===== src/pctra_pkg.sv =====
// Package for the pixel-to-camera ray block: widths, latencies, register codes,
// the arctangent table and the structs shared by the modules.
// Depends on nothing; cfg, div, cordic, lane, top and bench files use it by scoped names.
`timescale 1ns / 1ps

package pctra_pkg;

	// Number of vectoring iterations, capped at the table length.
	localparam int CORDIC_STEPS = 16;
	localparam int MAX_STEPS    = 24;
	localparam int STEPS        = (CORDIC_STEPS > MAX_STEPS) ? MAX_STEPS : CORDIC_STEPS;

	// Quotient bits of the restoring divider: a 32-bit product shifted by 4.
	localparam int DIV_BITS = 36;
	// Delay that lines the angle up with the quotient.
	localparam int ANG_DLY  = DIV_BITS - STEPS;
	// Input register, product register, divider stages, output register.
	localparam int LATENCY  = DIV_BITS + 3;

	localparam logic [19:0] FOCAL_MIN   = 20'd16;
	localparam logic signed [16:0] ANGLE_HI = 17'sd25736;
	localparam logic signed [16:0] ANGLE_LO = -17'sd25736;

	// Register indexes on the configuration port.
	localparam logic [1:0] REG_PRINCIPAL_X = 2'd0;
	localparam logic [1:0] REG_PRINCIPAL_Y = 2'd1;
	localparam logic [1:0] REG_FOCAL_X     = 2'd2;
	localparam logic [1:0] REG_FOCAL_Y     = 2'd3;

	localparam logic [15:0] RST_PRINCIPAL_X = 16'd5120;
	localparam logic [15:0] RST_PRINCIPAL_Y = 16'd3840;
	localparam logic [19:0] RST_FOCAL       = 20'd16384;

	typedef struct packed {
		logic [15:0] principal_x;
		logic [15:0] principal_y;
		logic [19:0] focal_x;
		logic [19:0] focal_y;
	} cfg_t;

	typedef struct packed {
		logic signed [31:0] coord;
		logic               sat;
		logic signed [15:0] angle;
	} lane_res_t;

	// atan(2^-i) in Q2.30.
	function automatic logic signed [31:0] atan_q30(input int idx);
		logic signed [31:0] r;
		case (idx)
			0:  r = 32'sd843314857;
			1:  r = 32'sd497837830;
			2:  r = 32'sd263043837;
			3:  r = 32'sd133525159;
			4:  r = 32'sd67021687;
			5:  r = 32'sd33543516;
			6:  r = 32'sd16775852;
			7:  r = 32'sd8388438;
			8:  r = 32'sd4194283;
			9:  r = 32'sd2097149;
			10: r = 32'sd1048576;
			11: r = 32'sd524288;
			12: r = 32'sd262144;
			13: r = 32'sd131072;
			14: r = 32'sd65536;
			15: r = 32'sd32768;
			16: r = 32'sd16384;
			17: r = 32'sd8192;
			18: r = 32'sd4096;
			19: r = 32'sd2048;
			20: r = 32'sd1024;
			21: r = 32'sd512;
			22: r = 32'sd256;
			default: r = 32'sd128;
		endcase
		return r;
	endfunction

endpackage


===== src/pctra_cfg.sv =====
// APB-style register file holding principal point and focal lengths.
// Depends on pctra_pkg.
`timescale 1ns / 1ps

module pctra_cfg (
	input  logic                 clk,
	input  logic                 arst_n,
	input  logic                 psel,
	input  logic                 penable,
	input  logic                 pwrite,
	input  logic [3:0]           paddr,
	input  logic [31:0]          pwdata,
	output logic [31:0]          prdata,
	output logic                 pready,
	output pctra_pkg::cfg_t      cfg
);

	logic [1:0] idx;
	logic       wr;

	assign pready = 1'b1;
	assign idx    = paddr[3:2];
	assign wr     = psel & penable & pwrite;

	// Register writes in the access phase.
	always_ff @(posedge clk or negedge arst_n) begin
		if (!arst_n) begin
			cfg.principal_x <= pctra_pkg::RST_PRINCIPAL_X;
			cfg.principal_y <= pctra_pkg::RST_PRINCIPAL_Y;
			cfg.focal_x     <= pctra_pkg::RST_FOCAL;
			cfg.focal_y     <= pctra_pkg::RST_FOCAL;
		end else if (wr) begin
			unique case (idx)
				pctra_pkg::REG_PRINCIPAL_X: cfg.principal_x <= pwdata[15:0];
				pctra_pkg::REG_PRINCIPAL_Y: cfg.principal_y <= pwdata[15:0];
				pctra_pkg::REG_FOCAL_X:     cfg.focal_x     <= pwdata[19:0];
				pctra_pkg::REG_FOCAL_Y:     cfg.focal_y     <= pwdata[19:0];
				default: ;
			endcase
		end
	end

	// Read mux.
	always_comb begin
		unique case (idx)
			pctra_pkg::REG_PRINCIPAL_X: prdata = {16'd0, cfg.principal_x};
			pctra_pkg::REG_PRINCIPAL_Y: prdata = {16'd0, cfg.principal_y};
			pctra_pkg::REG_FOCAL_X:     prdata = {12'd0, cfg.focal_x};
			pctra_pkg::REG_FOCAL_Y:     prdata = {12'd0, cfg.focal_y};
			default:                    prdata = 32'd0;
		endcase
	end

endmodule


===== config.mk =====
export PLATFORM = sky130hd
export DESIGN_NAME = pctra_cfg
export DESIGN_NICKNAME = d
export VERILOG_FILES = /design/src/pctra_pkg.sv /design/src/pctra_cfg.sv
export SDC_FILE = /design/constraint.sdc
export NUM_CORES = 1
export LEC_CHECK = 0
export BUFFER_PORTS_ARGS = -buffer_cell sky130_fd_sc_hd__buf_2
export CAP_MARGIN = 20
export CELL_PAD_IN_SITES_DETAIL_PLACEMENT = 1
export CELL_PAD_IN_SITES_GLOBAL_PLACEMENT = 1
export CORE_MARGIN = 2
export CORE_UTILIZATION = 35
export CTS_BUF_LIST = sky130_fd_sc_hd__clkbuf_2
export CTS_CLUSTER_DIAMETER = 100
export DETAILED_ROUTE_END_ITERATION = 10
export GPL_TIMING_DRIVEN = 0
export PLACE_DENSITY = 0.78
export SLEW_MARGIN = 10
export SYNTH_ARGS = -nofsm -noshare
export SYNTH_HDL_FRONTEND = slang
export SYNTH_SLANG_ARGS = --single-unit

===== constraint.sdc =====
create_clock -name clk -period 1.1 [get_ports clk]
set_input_delay 0.11 -clock clk [delete_from_list [all_inputs] [get_ports clk]]
set_output_delay 0.11 -clock clk [all_outputs]
set_load 0.03 [all_outputs]

**After elaboration in Yosys (flattened, before gate mapping)**

Index checks and enable logic that the tools add are counted.

- Bitwise gates (word level): 2
- Shift operators: 0
- Multiply operators: 0
- Divide/modulo/power cells: 0
- Multiplexer cells: 1
- Reduce and logical (&&, ||, !) cells: 5
- $lt $le $gt $ge: 0
- Eq/ne operators: 3
- $add $sub $neg: 0

Operators by type and width:

| operator | count |
|---|---|
| $pmux W32 S4 | 1 |
| $reduce_and A2 Y1 | 4 |
| $eq A2 B2 Y1 const B | 2 |
| $and A1 B1 Y1 | 2 |
| $eq A2 B1 Y1 const B | 1 |
| $logic_not A2 Y1 | 1 |

- Memories kept: 0
- Bits in latches: 0
- Bits in read-only memories: 0
- Bits in registers: 72
- Bits in writable memories: 0

**Longest topological paths before layout**

- Word-level depth: 3
- Mapped depth: 6

**Worst setup path before layout**

No wires, ideal clock.

- Path type: input -> register
- Start: in paddr[2]
- End: reg cfg[56] (netlist bit)
- Data required time: 0.975 ns
- Stages on the path: 4
- Slack: -0.198 ns
- Data arrival time: 1.173 ns
- Setup time: 0.125 ns
- Cells stage by stage: buf_4 -> nor3_2 -> buf_4 -> mux2_2

- Word-level cells in the longest chain between the ends: 2

Ends and longest elaborated chain:

| what | RTL line | RTL |
|---|---|---|
| start, declared | pctra_cfg.sv:11 | `input logic [3:0] paddr,` |
| $logic_not A2 Y1 | pctra_cfg.sv:33 | `unique case (idx)` |
| $reduce_and A2 Y1 (no source line) | - |  |
| end, declared | pctra_cfg.sv:15 | `output pctra_pkg::cfg_t cfg` |

No other way between the ends.
A chain may end at the register's enable or synchronous reset.

**Worst setup path in the final report**

- Start: reg cfg[3] (netlist bit)
- End: out prdata[3]

- Word-level cells in the longest chain between the ends: 1

Ends and longest elaborated chain:

| what | RTL line | RTL |
|---|---|---|
| $pmux W32 S4 | pctra_cfg.sv:45 | `unique case (idx)` |
| end, declared | pctra_cfg.sv:13 | `output logic [31:0] prdata,` |

No other way between the ends. The select of a mux whose other input is x is not followed.

==> flow_summary.yaml <==
synth:
  async_reset_ff_share_pct: 100
  ys_ff_latch: 72
  postSynthCellCount: 202
  yosysTopAreaCellShare_pct: 48.4
  synth_area_um2: 3310
  synth_edf_count: 0
  yosysTopAreaCell: "dfrtp_1"
  synth.most_common_cell: "dfrtp_1"
  yosys_warnings: 0
  netlist_top_cells_area: "dfrtp_1 (48%), mux2_2 (21%), mux4_2 (11%)"
  ys_types: 20
  synthFlopType: "dfrtp_1"
  ys_seq_area_share_pct: 54.8
  synth_top_cells_by_count: "dfrtp_1 (64), mux2_2 (62), mux4_2 (16), buf_4 (15), mux2_4 (10)"
  syn_avg_cell_area_um2: 16.4
sta:
  rsz0062_at_grt: "true"
  worst_pin_slew_ps: 761
  layout_setup_ws_ps: -658
  fmax_mhz: 569
  finClkSkew_ps: 0
  fin_setup_tns_ps: -26860
  fin_hold_ws_ps: 27.4
  setup_viol: 93
  maxSlewViolCount: 0
  finalCriticalPeriod_ps: 1760
  slew_headroom_pct: 49.3
  finalCritPeriodShare_pct: 160
  finalHoldViolCount: 0
clock_tree:
  cts-root-buf: "clkbuf_2"
  ctsLongestPathBuffers: 2
  cts_hold_buf: 21
  cts_inserted_buffers: 9
  htree_levels: 3
  cts.clk_slew.worst_paths_ps: 210
  clk_latency_ps: 480
  clock_sinks: 72
  cts_tree: "built"
final_layout:
  regMostFlops: "cfg"
  num_antenna_cells: 0
  stdcell_count: 557
  fillCellCount: 877
  largest_reg_flops: 72
  reg.largest.list: "cfg (72)"
  final-seq-area_um2: 1810
  final_area_um2: 5980
  nNetsFinal: 482
  syn2layout_area_growth_pct: 80.9
  multi_input_area_um2: 1410
  drive_gt1_share_pct: 75.6
power_and_ir_drop:
  power_density_nw_per_um2: 2150
  vdd_drop_max_uv: 900
  p_leak_nw: 2.90
floorplan:
  die_h_um: 101
  die-area_um2: 10200
  coreArea_um2: 9200
  chipWidth_um: 101
  boundaryPins: 146
  num_rows: 35
  start_util_pct: 36.0
critical_path:
  cp-start-kind: "flip-flop"
  worstPathMaxFanout: 3
  critical_path.cell_chain: "mux4_2 > buf_6"
  crit_type: "reg -> out"
  cp-end-kind: "primary output"
  slowest_delay_ps: 520
  required_ps: 990
  slowest_stage: "mux4_2"
  arrival_ps: 1650
global_routing:
  antenna_found_initial: 0
  grt_pass1_vias: 2949
  grt_pass1_wl_mm: 17.3
  track_usage_pct: 22.8
  grt_max_degree: 39
  overflow: 0
route:
  wl_met3_um: 547
  wl_met1_mm: 4.73
  wl_per_cell_um: 22.3
  wl_met2_mm: 7.01
  ant_nets: 0
  via_per_inst: 4.87
  drc: 0
  drtIter0Drc: 92
  dr_total_vias: 2715
  routed.top_layer: "met4"
  drt-pass1-iter-count: 4
  routed_wl_mm: 12.4
placement:
  placed_cells: 442
  placed_cell_area_um2: 4160
  portBuffers: 117
  dp_hpwl_mm: 5.90
  gp_congestion: 0.745
  dpl_worst_slack_ps: -518
outcome:
  status: "complete, but fails checks"
  violations: "negative setup slack"
job:
  max_cap_viol_count: 0
hold_path:
  hp-class: "in -> reg"
==> per-stage QoR <==
stage | util (%) | total power, mW
final | 65.1 | 12.9
after global routing | 65.1 | 13.4
after CTS | 61.3 | 12.0
after detailed placement | 45.2 | 7.73
after global placement | 45.0 | 7.61
after floorplan | - | 6.53
==> cell usage in the layout, fill, tap and decap left out, types with 3 or more instances in the layout <==
master and instances:
buf_2 30, buf_4 22, buf_6 163, buf_8 3
bufinv_16 4, clkbuf_2 10, conb_1 13, dfrtp_1 64
dfstp_2 8, dlygate4sd3_1 21, mux2_2 52, mux2_4 20
mux2i_1 4, mux4_2 16, nor2b_2 4
==> worst paths after layout <==
path                           from   endpoint  slack [ps]  depth (start not counted)
max                          cfg[3]  prdata[3]        -660                          2
max reg2reg                 cfg[40]    cfg[40]         -10                          4
min reg2reg                  cfg[4]     cfg[4]         590                          1
min in group asynchronous    arst_n    cfg[57]          80                          2
max in group asynchronous    arst_n    cfg[68]         370                          3
min                        paddr[2]    cfg[63]          30                          3
==> per-layer routing <==
layer	GRT usage, %	vias up
met3	6.35	13
li1	-	1186
met5	0	-
met2	42.2	95
met1	26.5	1421
met4	4.68	0
==> area by class of cell <==
cell class                      count  share of cell area [%]
Buffer                             25                    3.14
Clock buffer                       10                   0.836
Clock inverter                      6                    2.20
Inverter                            1                  0.0627
Multi-Input combinational cell    115                    23.6
Sequential cell                    72                    30.3
Tap cell                          111                    2.32
Timing Repair Buffer              217                    37.5
==> kinds of logic after synthesis <==
family / share of synthesized area, %
buf+inv: 5.33
other cells: 0.227
simple gates: 1.89
flops: 54.8
mux: 37.8
==> repair_timing <==
item                                   in CTS  in global routing
pin swaps                                   0                  0
setup endpoints to repair                  92                 92
buffers inserted                           48                 43
resized for setup                         224                 47
endpoints found under the hold margin     136                  6
==> report_power, final <==
group | switching (mW) | internal, mW
registers | 0.588 | 3.31
logic | 3.12 | 3.62
clock network | 0.996 | 1.21
==> worst max-delay path: cells and delay by family (launching register included) <==
kind     cells  cell delay [ps]
buf+inv      1              160
flops        1              470
mux          1              520
Note: power is estimated with default switching activity, not from simulation.
